## src/hw/rtl/grod_pkg.sv

```systemverilog
package grod_pkg;

    localparam int unsigned ROW_W     = 8;
    localparam int unsigned MASK_W    = 12;
    localparam int unsigned ROW_IDX_W = 6;
    localparam int unsigned HGT_W     = 6;
    localparam int unsigned MODE_W    = 2;
    localparam int unsigned HIST_D    = 4;
    localparam int unsigned WIN_D     = HIST_D + 1;
    localparam int unsigned CNT_W     = 3;
    localparam int unsigned CLAMP_W   = 8;

    localparam int unsigned MAX_GLYPH_HEIGHT = 32;

    localparam logic [MODE_W-1:0] MODE_PLAIN  = 2'd0;
    localparam logic [MODE_W-1:0] MODE_OUT3   = 2'd1;
    localparam logic [MODE_W-1:0] MODE_OUT5   = 2'd2;
    localparam logic [MODE_W-1:0] MODE_UNUSED = 2'd3;

    localparam logic [HGT_W-1:0] HEIGHT_RESET = 6'd8;

    localparam logic [CNT_W-1:0] HALO_NONE = 3'd0;
    localparam logic [CNT_W-1:0] HALO_OUT3 = 3'd2;
    localparam logic [CNT_W-1:0] HALO_OUT5 = 3'd4;

    localparam logic REG_MODE   = 1'b0;
    localparam logic REG_HEIGHT = 1'b1;

    localparam logic [MASK_W-1:0] LEFT_BIT10 = 12'h200;
    localparam logic [MASK_W-1:0] LEFT_BIT12 = 12'h800;

    typedef logic [WIN_D-1:0][ROW_W-1:0] t_win;

    typedef struct packed {
        t_win                   win;
        logic [MODE_W-1:0]      mode;
        logic [ROW_IDX_W-1:0]   row;
        logic [CNT_W-1:0]       count;
        logic                   col_end;
    } t_job;

    function automatic logic [MASK_W-1:0] dilate(input logic [MODE_W-1:0] mode,
                                                 input t_win win);
        logic [ROW_W-1:0]  s8;
        logic [ROW_W-1:0]  e8;
        logic [MASK_W-1:0] s;
        logic [MASK_W-1:0] e;
        logic [MASK_W-1:0] res;
        s8  = '0;
        e8  = '0;
        s   = '0;
        e   = '0;
        res = '0;
        unique case (mode)
            MODE_OUT3: begin
                s8  = win[0] | win[1] | win[2];
                s   = {4'b0, s8};
                s   = (s | (s << 1) | (s << 2)) & ((LEFT_BIT10 << 1) - 12'd1);
                res = s << 2;
            end
            MODE_OUT5: begin
                s8  = win[1] | win[2] | win[3];
                e8  = s8 | win[0] | win[4];
                s   = {4'b0, s8};
                e   = {4'b0, e8};
                res = s | (s << 1) | (s << 2) | (s << 3) | (s << 4)
                    | (e << 1) | (e << 2) | (e << 3);
                res = res & ((LEFT_BIT12 << 1) - 12'd1);
            end
            default: begin
                res = {win[0], 4'b0};
            end
        endcase
        return res;
    endfunction

endpackage

```

## src/hw/rtl/grod_hist.sv

```systemverilog
module grod_hist (
    input  logic                                i_clk,
    input  logic                                i_rst_n,
    input  logic                                i_load,
    input  logic [grod_pkg::ROW_W-1:0]          i_row_bits,
    input  logic [grod_pkg::MODE_W-1:0]         i_mode,
    input  logic [grod_pkg::HGT_W-1:0]          i_height,
    output grod_pkg::t_job                      o_job
);

    logic [grod_pkg::HIST_D-1:0][grod_pkg::ROW_W-1:0] r_hist;
    logic [grod_pkg::HIST_D-1:0][grod_pkg::ROW_W-1:0] n_hist;
    logic [grod_pkg::ROW_IDX_W-1:0]                   r_row_count;
    logic [grod_pkg::ROW_IDX_W-1:0]                   n_row_count;

    logic [grod_pkg::MODE_W-1:0]  mode_eff;
    logic [grod_pkg::CNT_W-1:0]   halo;
    logic [grod_pkg::CLAMP_W-1:0] h_eff;
    logic [grod_pkg::CLAMP_W-1:0] row_next;
    logic                         last;

    always_comb begin
        mode_eff = (i_mode == grod_pkg::MODE_UNUSED) ? grod_pkg::MODE_PLAIN : i_mode;
        unique case (mode_eff)
            grod_pkg::MODE_OUT3: halo = grod_pkg::HALO_OUT3;
            grod_pkg::MODE_OUT5: halo = grod_pkg::HALO_OUT5;
            default:             halo = grod_pkg::HALO_NONE;
        endcase

        h_eff = {2'b0, i_height};
        if (h_eff == '0) begin
            h_eff = grod_pkg::CLAMP_W'(1);
        end
        if (h_eff > grod_pkg::CLAMP_W'(grod_pkg::MAX_GLYPH_HEIGHT)) begin
            h_eff = grod_pkg::CLAMP_W'(grod_pkg::MAX_GLYPH_HEIGHT);
        end
        row_next = {2'b0, r_row_count} + grod_pkg::CLAMP_W'(1);
        last     = (row_next >= h_eff);

        o_job.win     = {r_hist, i_row_bits};
        o_job.mode    = mode_eff;
        o_job.row     = r_row_count;
        o_job.count   = last ? (halo + grod_pkg::CNT_W'(1)) : grod_pkg::CNT_W'(1);
        o_job.col_end = last;

        if (last) begin
            n_hist      = '0;
            n_row_count = '0;
        end else begin
            n_hist      = {r_hist[grod_pkg::HIST_D-2:0], i_row_bits};
            n_row_count = row_next[grod_pkg::ROW_IDX_W-1:0];
        end
    end

    always_ff @(posedge i_clk) begin
        if (!i_rst_n) begin
            r_hist      <= '0;
            r_row_count <= '0;
        end else if (i_load) begin
            r_hist      <= n_hist;
            r_row_count <= n_row_count;
        end
    end

endmodule

```

## src/hw/rtl/grod_emit.sv

```systemverilog
module grod_emit (
    input  logic                                i_clk,
    input  logic                                i_rst_n,
    input  logic                                i_load,
    input  grod_pkg::t_job                      i_job,
    output logic                                o_ready,
    output logic                                o_valid,
    input  logic                                i_stall,
    output logic [grod_pkg::MASK_W-1:0]         o_pixel_mask,
    output logic [grod_pkg::ROW_IDX_W-1:0]      o_out_row,
    output logic                                o_column_done
);

    logic                              r_busy;
    grod_pkg::t_job                    r_job;
    logic                              r_out_valid;
    logic [grod_pkg::MASK_W-1:0]       r_mask;
    logic [grod_pkg::ROW_IDX_W-1:0]    r_row;
    logic                              r_done;

    logic                              advance;
    logic                              final_res;
    grod_pkg::t_job                    n_job;

    always_comb begin
        advance   = r_busy && (!r_out_valid || !i_stall);
        final_res = (r_job.count == grod_pkg::CNT_W'(1));
        o_ready   = !r_busy || (advance && final_res);

        n_job       = r_job;
        n_job.win   = {r_job.win[grod_pkg::WIN_D-2:0], grod_pkg::ROW_W'(0)};
        n_job.row   = r_job.row + grod_pkg::ROW_IDX_W'(1);
        n_job.count = r_job.count - grod_pkg::CNT_W'(1);
    end

    always_ff @(posedge i_clk) begin
        if (!i_rst_n) begin
            r_busy      <= 1'b0;
            r_out_valid <= 1'b0;
        end else begin
            if (i_load) begin
                r_busy <= 1'b1;
            end else if (advance && final_res) begin
                r_busy <= 1'b0;
            end
            if (advance) begin
                r_out_valid <= 1'b1;
            end else if (!i_stall) begin
                r_out_valid <= 1'b0;
            end
        end
    end

    always_ff @(posedge i_clk) begin
        if (i_load) begin
            r_job <= i_job;
        end else if (advance) begin
            r_job <= n_job;
        end
        if (advance) begin
            r_mask <= grod_pkg::dilate(r_job.mode, r_job.win);
            r_row  <= r_job.row;
            r_done <= final_res && r_job.col_end;
        end
    end

    assign o_valid       = r_out_valid;
    assign o_pixel_mask  = r_mask;
    assign o_out_row     = r_row;
    assign o_column_done = r_done;

endmodule

```

## src/hw/rtl/glyph_row_outline_dilation_unit.sv

```systemverilog
// channel  | valid        | stall        | payload
// ---------+--------------+--------------+------------------------------------------
// in       | i_in_valid   | o_in_stall   | i_row_bits
// out      | o_out_valid  | i_out_stall  | o_pixel_mask, o_out_row, o_column_done
//
// One glyph row per cycle, one emitter result per cycle, each unless stalled.
// Last row of a column gives 3 results in 3x3 mode and 5 in 5x5 mode, so that
// transaction holds the input while the emitter drains the 2 or 4 halo rows.
// Input rows register into the emitter job, then results into the output registers.
// Synchronous active-low reset clears history, row count, valids; presets config.
// A stalled result holds; the emitter keeps one job behind it.
module glyph_row_outline_dilation_unit (
    input  logic                                i_clk,
    input  logic                                i_rst_n,
    input  logic                                psel,
    input  logic                                penable,
    input  logic                                pwrite,
    input  logic [2:0]                          paddr,
    input  logic [31:0]                         pwdata,
    output logic [31:0]                         prdata,
    output logic                                pready,
    input  logic                                i_in_valid,
    output logic                                o_in_stall,
    input  logic [grod_pkg::ROW_W-1:0]          i_row_bits,
    output logic                                o_out_valid,
    input  logic                                i_out_stall,
    output logic [grod_pkg::MASK_W-1:0]         o_pixel_mask,
    output logic [grod_pkg::ROW_IDX_W-1:0]      o_out_row,
    output logic                                o_column_done
);

    logic [grod_pkg::MODE_W-1:0] r_mode;
    logic [grod_pkg::HGT_W-1:0]  r_height;

    logic           wr_en;
    logic           reg_sel;
    logic           ready;
    logic           load;
    grod_pkg::t_job job;

    assign pready  = 1'b1;
    assign wr_en   = psel && penable && pwrite && pready;
    assign reg_sel = paddr[2];

    always_ff @(posedge i_clk) begin
        if (!i_rst_n) begin
            r_mode   <= grod_pkg::MODE_PLAIN;
            r_height <= grod_pkg::HEIGHT_RESET;
        end else if (wr_en) begin
            unique case (reg_sel)
                grod_pkg::REG_MODE:   r_mode   <= pwdata[grod_pkg::MODE_W-1:0];
                grod_pkg::REG_HEIGHT: r_height <= pwdata[grod_pkg::HGT_W-1:0];
                default: ;
            endcase
        end
    end

    always_comb begin
        unique case (reg_sel)
            grod_pkg::REG_MODE:   prdata = {30'b0, r_mode};
            grod_pkg::REG_HEIGHT: prdata = {26'b0, r_height};
            default:              prdata = '0;
        endcase
    end

    assign o_in_stall = !ready;
    assign load       = i_in_valid && ready;

    grod_hist u_hist (
        .i_clk      (i_clk),
        .i_rst_n    (i_rst_n),
        .i_load     (load),
        .i_row_bits (i_row_bits),
        .i_mode     (r_mode),
        .i_height   (r_height),
        .o_job      (job)
    );

    grod_emit u_emit (
        .i_clk         (i_clk),
        .i_rst_n       (i_rst_n),
        .i_load        (load),
        .i_job         (job),
        .o_ready       (ready),
        .o_valid       (o_out_valid),
        .i_stall       (i_out_stall),
        .o_pixel_mask  (o_pixel_mask),
        .o_out_row     (o_out_row),
        .o_column_done (o_column_done)
    );

endmodule

```

## config.mk

```make
export PLATFORM = sky130hd
export DESIGN_NAME = glyph_row_outline_dilation_unit
export DESIGN_NICKNAME = d
export VERILOG_FILES = /design/src/hw/rtl/grod_pkg.sv /design/src/hw/rtl/grod_hist.sv /design/src/hw/rtl/grod_emit.sv /design/src/hw/rtl/glyph_row_outline_dilation_unit.sv
export SDC_FILE = /design/constraint.sdc
export NUM_CORES = 1
export LEC_CHECK = 0
export BUFFER_PORTS_ARGS = -buffer_cell sky130_fd_sc_hd__buf_2
export CORE_AREA = 2 2 103 105
export CTS_BUF_LIST = sky130_fd_sc_hd__clkbuf_8
export CTS_CLUSTER_DIAMETER = 80
export DETAILED_ROUTE_END_ITERATION = 8
export DIE_AREA = 0 0 105 107
export HOLD_SLACK_MARGIN = 0.12
export PLACE_DENSITY = 0.85
export SLEW_MARGIN = 20
export SYNTH_ARGS = -nofsm -noshare
export SYNTH_HDL_FRONTEND = slang
export SYNTH_SLANG_ARGS = --single-unit
```

## constraint.sdc

```tcl
create_clock -name i_clk -period 2.55 [get_ports i_clk]
set_input_delay 0.1275 -clock i_clk [delete_from_list [all_inputs] [get_ports i_clk]]
set_output_delay 0.1275 -clock i_clk [all_outputs]
set_load 0.05 [all_outputs]
```

Yosys cells after proc, flatten, opt, wreduce, memory -nomap -nowiden
Index checks and enable logic that the tools add are counted.

operators by class
  divide/modulo/power cells = 0
  reductions and logical operators = 17
  multipliers = 0
  shift-type cells = 0
  mux-type cells = 15
  bitwise operators = 16
  $add $sub $neg = 4
  order comparisons = 2
  eq/ne operators = 7

operator list
  operator             number
  $mux 52              2
  $pmux 32 s2          1
  $or 8x8->8           6
  $mux 32              1
  $or 12x10->12        2
  $or 12x11->12        2
  $pmux 12 s2          1
  $mux 6               3
  $or 8x9->9           2
  $or 12x12->12        1
  $or 12x9->12         1
  $or 10x10->10        1
  $ge 8x6->1           1
  $add 6x1->7 const B  1
  $add 6x1->6 const B  1
  $eq 2x2->1 const B   3
  $gt 6x6->1 const B   1
  $logic_and 1x1->1    6
  $logic_not 6->1      1
  $pmux 3 s2           1
  $eq 2x1->1 const B   2
  $logic_not 1->1      4
  $mux 1               4
  $reduce_and 2->1     2
  other kinds (9)      11

word-level totals
  ROM bits = 0
  memory bits (writable) = 0
  register bits after elaboration = 119
  input port bits = 50
  output and inout bits = 54
  memories kept = 0
  latch bits = 0

Longest topological paths before layout
  depth in word-level cells = 10
  depth in mapped cells = 12
  gate-level depth less buffers = 9

Hierarchy
Synthesis repeated with hierarchy kept, for this count alone.

unflattened totals
  cell total of the unflattened synthesis = 470
  area total of the unflattened synthesis = 5699.2 um2

modules (own cells, without submodules)
  module                           times used  area each (um2)  cells an instance
  grod_emit                        1           3469.6           250
  grod_hist                        1           1625.3           149
  glyph_row_outline_dilation_unit  1           604.3            71

Least setup slack after synthesis
No wires, ideal clock.

  kind = reg-to-reg
  start point = register u_hist.r_row_count[0] (netlist bit)
  end point = register u_hist.r_hist (netlist bit u_hist.o_job[44])
  data required time = 2.433 ns
  data arrival time = 2.223 ns
  path buffers = 3
  stages on the path, launching flop included = 12
  period minus slack after synthesis = 2.339 ns
  path slack = 0.211 ns
  setup time = 0.117 ns
  path through = dfxtp_1 > ha_1 > nand3_1 > xnor2_1 > ha_1 > o211ai_1 > o2111a_1 > buf_6 > and2_4 > buf_8 > buf_12 > a22o_1

between the ends
  cells in the longest elaborated chain, start to end = 3

RTL lines
  what                    RTL line         RTL
  start, declared         grod_hist.sv:13  logic [grod_pkg::ROW_IDX_W-1:0] r_row_count;
  start signal, assigned  grod_hist.sv:61  r_row_count <= n_row_count;
  $add 6x1->7             grod_hist.sv:37  row_next = {2'b0, r_row_count} + grod_pkg::CLAMP_W'(1);
  $ge 8x6->1              grod_hist.sv:38  last = (row_next >= h_eff);
  $mux 32                 grod_hist.sv:46  if (last) begin
  end signal, assigned    grod_hist.sv:60  r_hist <= n_hist;
  end, declared           grod_hist.sv:11  logic [grod_pkg::HIST_D-1:0][grod_pkg::ROW_W-1:0] r_hist;

No other way between the ends.
A chain may end at the register's enable or synchronous reset.

Worst setup path after layout
  start point = register r_height[4] (netlist bit)
  end point = register u_emit.r_job[3] (netlist bit) (data pin)

between the ends
  cells in the longest elaborated chain, start to end = 7

RTL lines
  what                    RTL line                               RTL
  start, declared         glyph_row_outline_dilation_unit.sv:33  logic [grod_pkg::HGT_W-1:0] r_height;
  start signal, assigned  glyph_row_outline_dilation_unit.sv:48  r_height <= grod_pkg::HEIGHT_RESET;
  start signal, assigned  glyph_row_outline_dilation_unit.sv:52  grod_pkg::REG_HEIGHT: r_height <= pwdata[grod_pkg::HGT_W-1:0];
  $logic_not 6->1         grod_hist.sv:31                        if (h_eff == '0) begin
  $mux 6 (*)              grod_hist.sv:31
  $gt 6x6->1              grod_hist.sv:34                        if (h_eff > grod_pkg::CLAMP_W'(grod_pkg::MAX_GLYPH_HEIGHT)) begin
  $mux 6 (*)              grod_hist.sv:34
  $ge 8x6->1 (*)          grod_hist.sv:38
  $mux 3 (*)              grod_hist.sv:43                        o_job.count = last ? (halo + grod_pkg::CNT_W'(1)) : grod_pkg::CNT_W'(1);
  $mux 52 (*)             grod_emit.sv:55                        if (i_load) begin
  end signal, assigned    grod_emit.sv:56                        r_job <= i_job;
  end signal, assigned    grod_emit.sv:58                        r_job <= n_job;
  end, declared           grod_emit.sv:15                        grod_pkg::t_job r_job;

Mark *: on every way between the ends. The rest lies on a longest branch, timed or not.

==> metrics.csv <==
stage,metric,value,unit
critical_path,worst endpoint required time,2.73,ns
sta,setup slack after layout,0.0370,ns
grt,initial antenna violation count,0,
critical_path,worst-path maximum fanout,4,
grt,largest net degree at the start of global routing,41,
flow_run,maxcap violations,0,
synthesis,ys flop type,edfxtp_1,
sta,Hold Fails Final Rpt,0,
synthesis,Mapped Cells,498,
sta,Max Freq,398,MHz
critical_path,Worst setup SP type,register,
final_layout,NumNets Final,634,
floorplanning,Starting Density,53.4,%
cts,clock buffer depth,2,
synthesis,sequential share of the synthesized area,57.4,%
cts,Num Clock Sinks,119,
synthesis,Post-synth ARST share,0,%
floorplanning,Die H,107,µm
cts,number of clock buffers inserted by TritonCTS,17,
critical_path,Critical Path AT,2.69,ns
final_layout,ant diodes,0,
sta,RSZ-0062 raised after global routing,true,
floorplanning,core area,10100,µm²
synthesis,syn avg cell area,10.8,µm²
cts,clock root buffer,clkbuf_8,
final_layout,layout overhead on the synthesized area,16.7,%
power,Peak VDD IR,0.415,mV
routing,initial DRC count,282,
synthesis,Yosys reg bits,119,
sta,Worst Skew,0.00814,ns
sta,"Period Utilization, post-route",98.6,%
worst_hold_path,Hold Path Class,input pin to register,
place,PortBufs,48,
grt,vias in the first global route,3668,
grt,GRT Overall Usage,20.2,%
sta,slew margin rel.,64.8,%
sta,crit path time final,2.51,ns
place,Final HPWL DP,7040,µm
final_layout,share of cells above drive strength 1,15.7,%
grt,grt ovf,0,
routing,vias per cell,5.42,
power,pwr dens,805,nW/µm²
power,power after layout,5.06,mW
floorplanning,# IOs,104,
synthesis,synth warn,0,
sta,Final TNS setup,0,ns
place,dpl ws,0.131,ns
sta,Final setup violation count,0,
grt,first-pass GRT wire length,17600,µm
critical_path,Critical Path End Type,register,
routing,Post-route DRC,0,
cts,clk slew on worst S/H paths,0.07,ns
sta,count of pins over their slew limit,0,
cts,CTS H-tree depth,4,
place,placer congestion estimate,0.852,
status,status,finished clean,
cts,Skew-Pair Late Insertion Delay,0.44,ns
cts,CTS tree,done,
synthesis,Syn Std Cell Area,5390,µm²
synthesis,number of synthesized flops with an enable pin,71,
power,leakage,2.71,nW
synthesis,Synth cell types,53,
routing,TritonRoute pass-1 iters,5,
sta,Slew @ Worst Pin,0.523,ns
routing,Routed WL,10900,µm
floorplanning,Die Wd,105,µm
routing,Post-DRT Antenna Nets,0,
routing,WL/cell,15.1,µm
final_layout,post-layout util,62.3,%
routing,Vias,3905,
floorplanning,num rows,37,
floorplanning,Die Area,11200,µm²
critical_path,critical path class,register to register,
==> flip-flops by register name, summed over array words and instances, names as in the netlist <==
signal                cells
r_height                  6
r_mode                    2
u_emit.n_job             35
u_emit.o_column_done      1
u_emit.o_out_row          6
u_emit.o_pixel_mask      12
u_emit.o_valid            1
u_emit.r_busy             1
u_emit.r_job             17
u_hist.o_job             32
u_hist.r_row_count        6
==> layer usage <==
metal  track usage [%]  routed length, µm  up-vias
met4              8.86                206        0
met3              5.65                793       20
met2              31.9               5260      165
li1                  -                  -     1874
met1              26.0               4640     1846
met5                 0                  0        -
==> cell usage after synthesis, drive strengths merged (2+ instances only) <==
master / n / area, µm²
nand2: 116 / 435
nor3: 12 / 60.1
nor4: 5 / 31.3
xor2: 3 / 26.3
nand3b: 3 / 22.5
xnor2: 6 / 52.6
buf: 36 / 280
conb: 2 / 7.51
nand3: 8 / 40.0
nand4b: 2 / 17.5
nor2: 14 / 52.6
and3: 10 / 62.6
a21oi: 10 / 50.1
mux2i: 8 / 80.1
edfxtp: 71 / 2130
inv: 11 / 41.3
o21a: 2 / 15.0
o22ai: 6 / 37.5
nor2b: 11 / 68.8
or3: 8 / 50.1
and2: 9 / 58.8
ha: 12 / 150
o21ai: 11 / 55.1
clkbuf: 12 / 45.0
nor3b: 2 / 15.0
nand2b: 4 / 32.5
dfxtp: 48 / 961
a22o: 36 / 315
mux2: 3 / 33.8
==> where the power goes <==
| group | total [mW] | switching (mW) | internal (mW) | leakage [nW] |
|---|---|---|---|---|
| clock network | 1.80 | 0.707 | 1.09 | 0.224 |
| logic | 0.820 | 0.562 | 0.258 | 1.38 |
| registers | 2.44 | 0.142 | 2.30 | 1.11 |
| total | 5.06 | 1.41 | 3.65 | 2.71 |
==> area by class of cell <==
type,count,area [µm²]
clock inverters,13,161
clock buffers,19,262
inverters,11,41.3
repair buffers,77,526
fillers,794,3800
well taps,136,170
flip-flops and latches,119,3090
multi-input cells,346,2040
==> logic make-up after synthesis <==
kind of cell | count (synthesis) | synth area share [%]
compound gates | 78 | 11.2
xor+xnor | 9 | 1.46
fa+ha+maj | 12 | 2.78
buf+inv | 59 | 6.80
flops | 119 | 57.4
mux | 11 | 2.11
other cells | 2 | 0.139
simple gates | 208 | 18.1
==> critical path, cell delays in order, from the launching register on <==
cell	delay (ns)
dfxtp_1	0.33
nor4_1	0.28
nor2_1	0.06
nor2_1	0.14
ha_1	0.26
nand2b_4	0.15
a2111oi_4	0.37
o21ai_0	0.27
nor2b_2	0.27
o22ai_1	0.10
==> final timing paths <==
check,endpoint,startpoint,cells past startpoint,slack (ns)
max,u_emit.r_job[3]$_DFFE_PP_,r_height[4]$_SDFFE_PN0P_,9,0.04
min reg2reg,u_hist.o_job[50]$_SDFFE_PN0P_,u_hist.o_job[50]$_SDFFE_PN0P_,1,0.48
max reg2reg,u_emit.r_job[3]$_DFFE_PP_,r_height[4]$_SDFFE_PN0P_,9,0.04
min,r_mode[1]$_SDFFE_PN0P_,pwrite,4,0.20
==> cells in the final DEF (no fill, tap or decap), drive strengths merged, types with 2 or more instances in the layout <==
cell type	count
nor3	12
clkinv	5
o22ai	6
nand2b	4
mux2	3
or3	8
nor2b	11
conb	27
ha	12
nor2	14
o21ai	11
edfxtp	71
nand3b	3
and3	10
o21a	2
inv	14
nor4	5
dfxtp	48
xor2	3
nand4b	2
dlygate4sd3	22
clkbuf	19
a22o	36
bufinv	4
nor3b	2
a21oi	10
nand2	116
mux2i	8
xnor2	6
nand3	8
buf	55
and2	10
==> timing repair <==
action / 4_1_cts / 5_1_grt
endpoints found under the setup margin: 0 / 35
endpoints found under the hold margin: 27 / 0
resized for setup: 0 / 2
hold buffers: 22 / 0
setup buffers: 0 / 0
==> stage by stage <==
step                      hold WS [ns]  cell area [µm²]  instances
after CTS                        0.168             6280        720
after global routing             0.202             6290        721
final                            0.199             6290        721
after global placement           0.349             5640        666
after floorplan                  0.252             5490        523
after detailed placement         0.368             5640        666
Power figures use the tool's default switching activity.
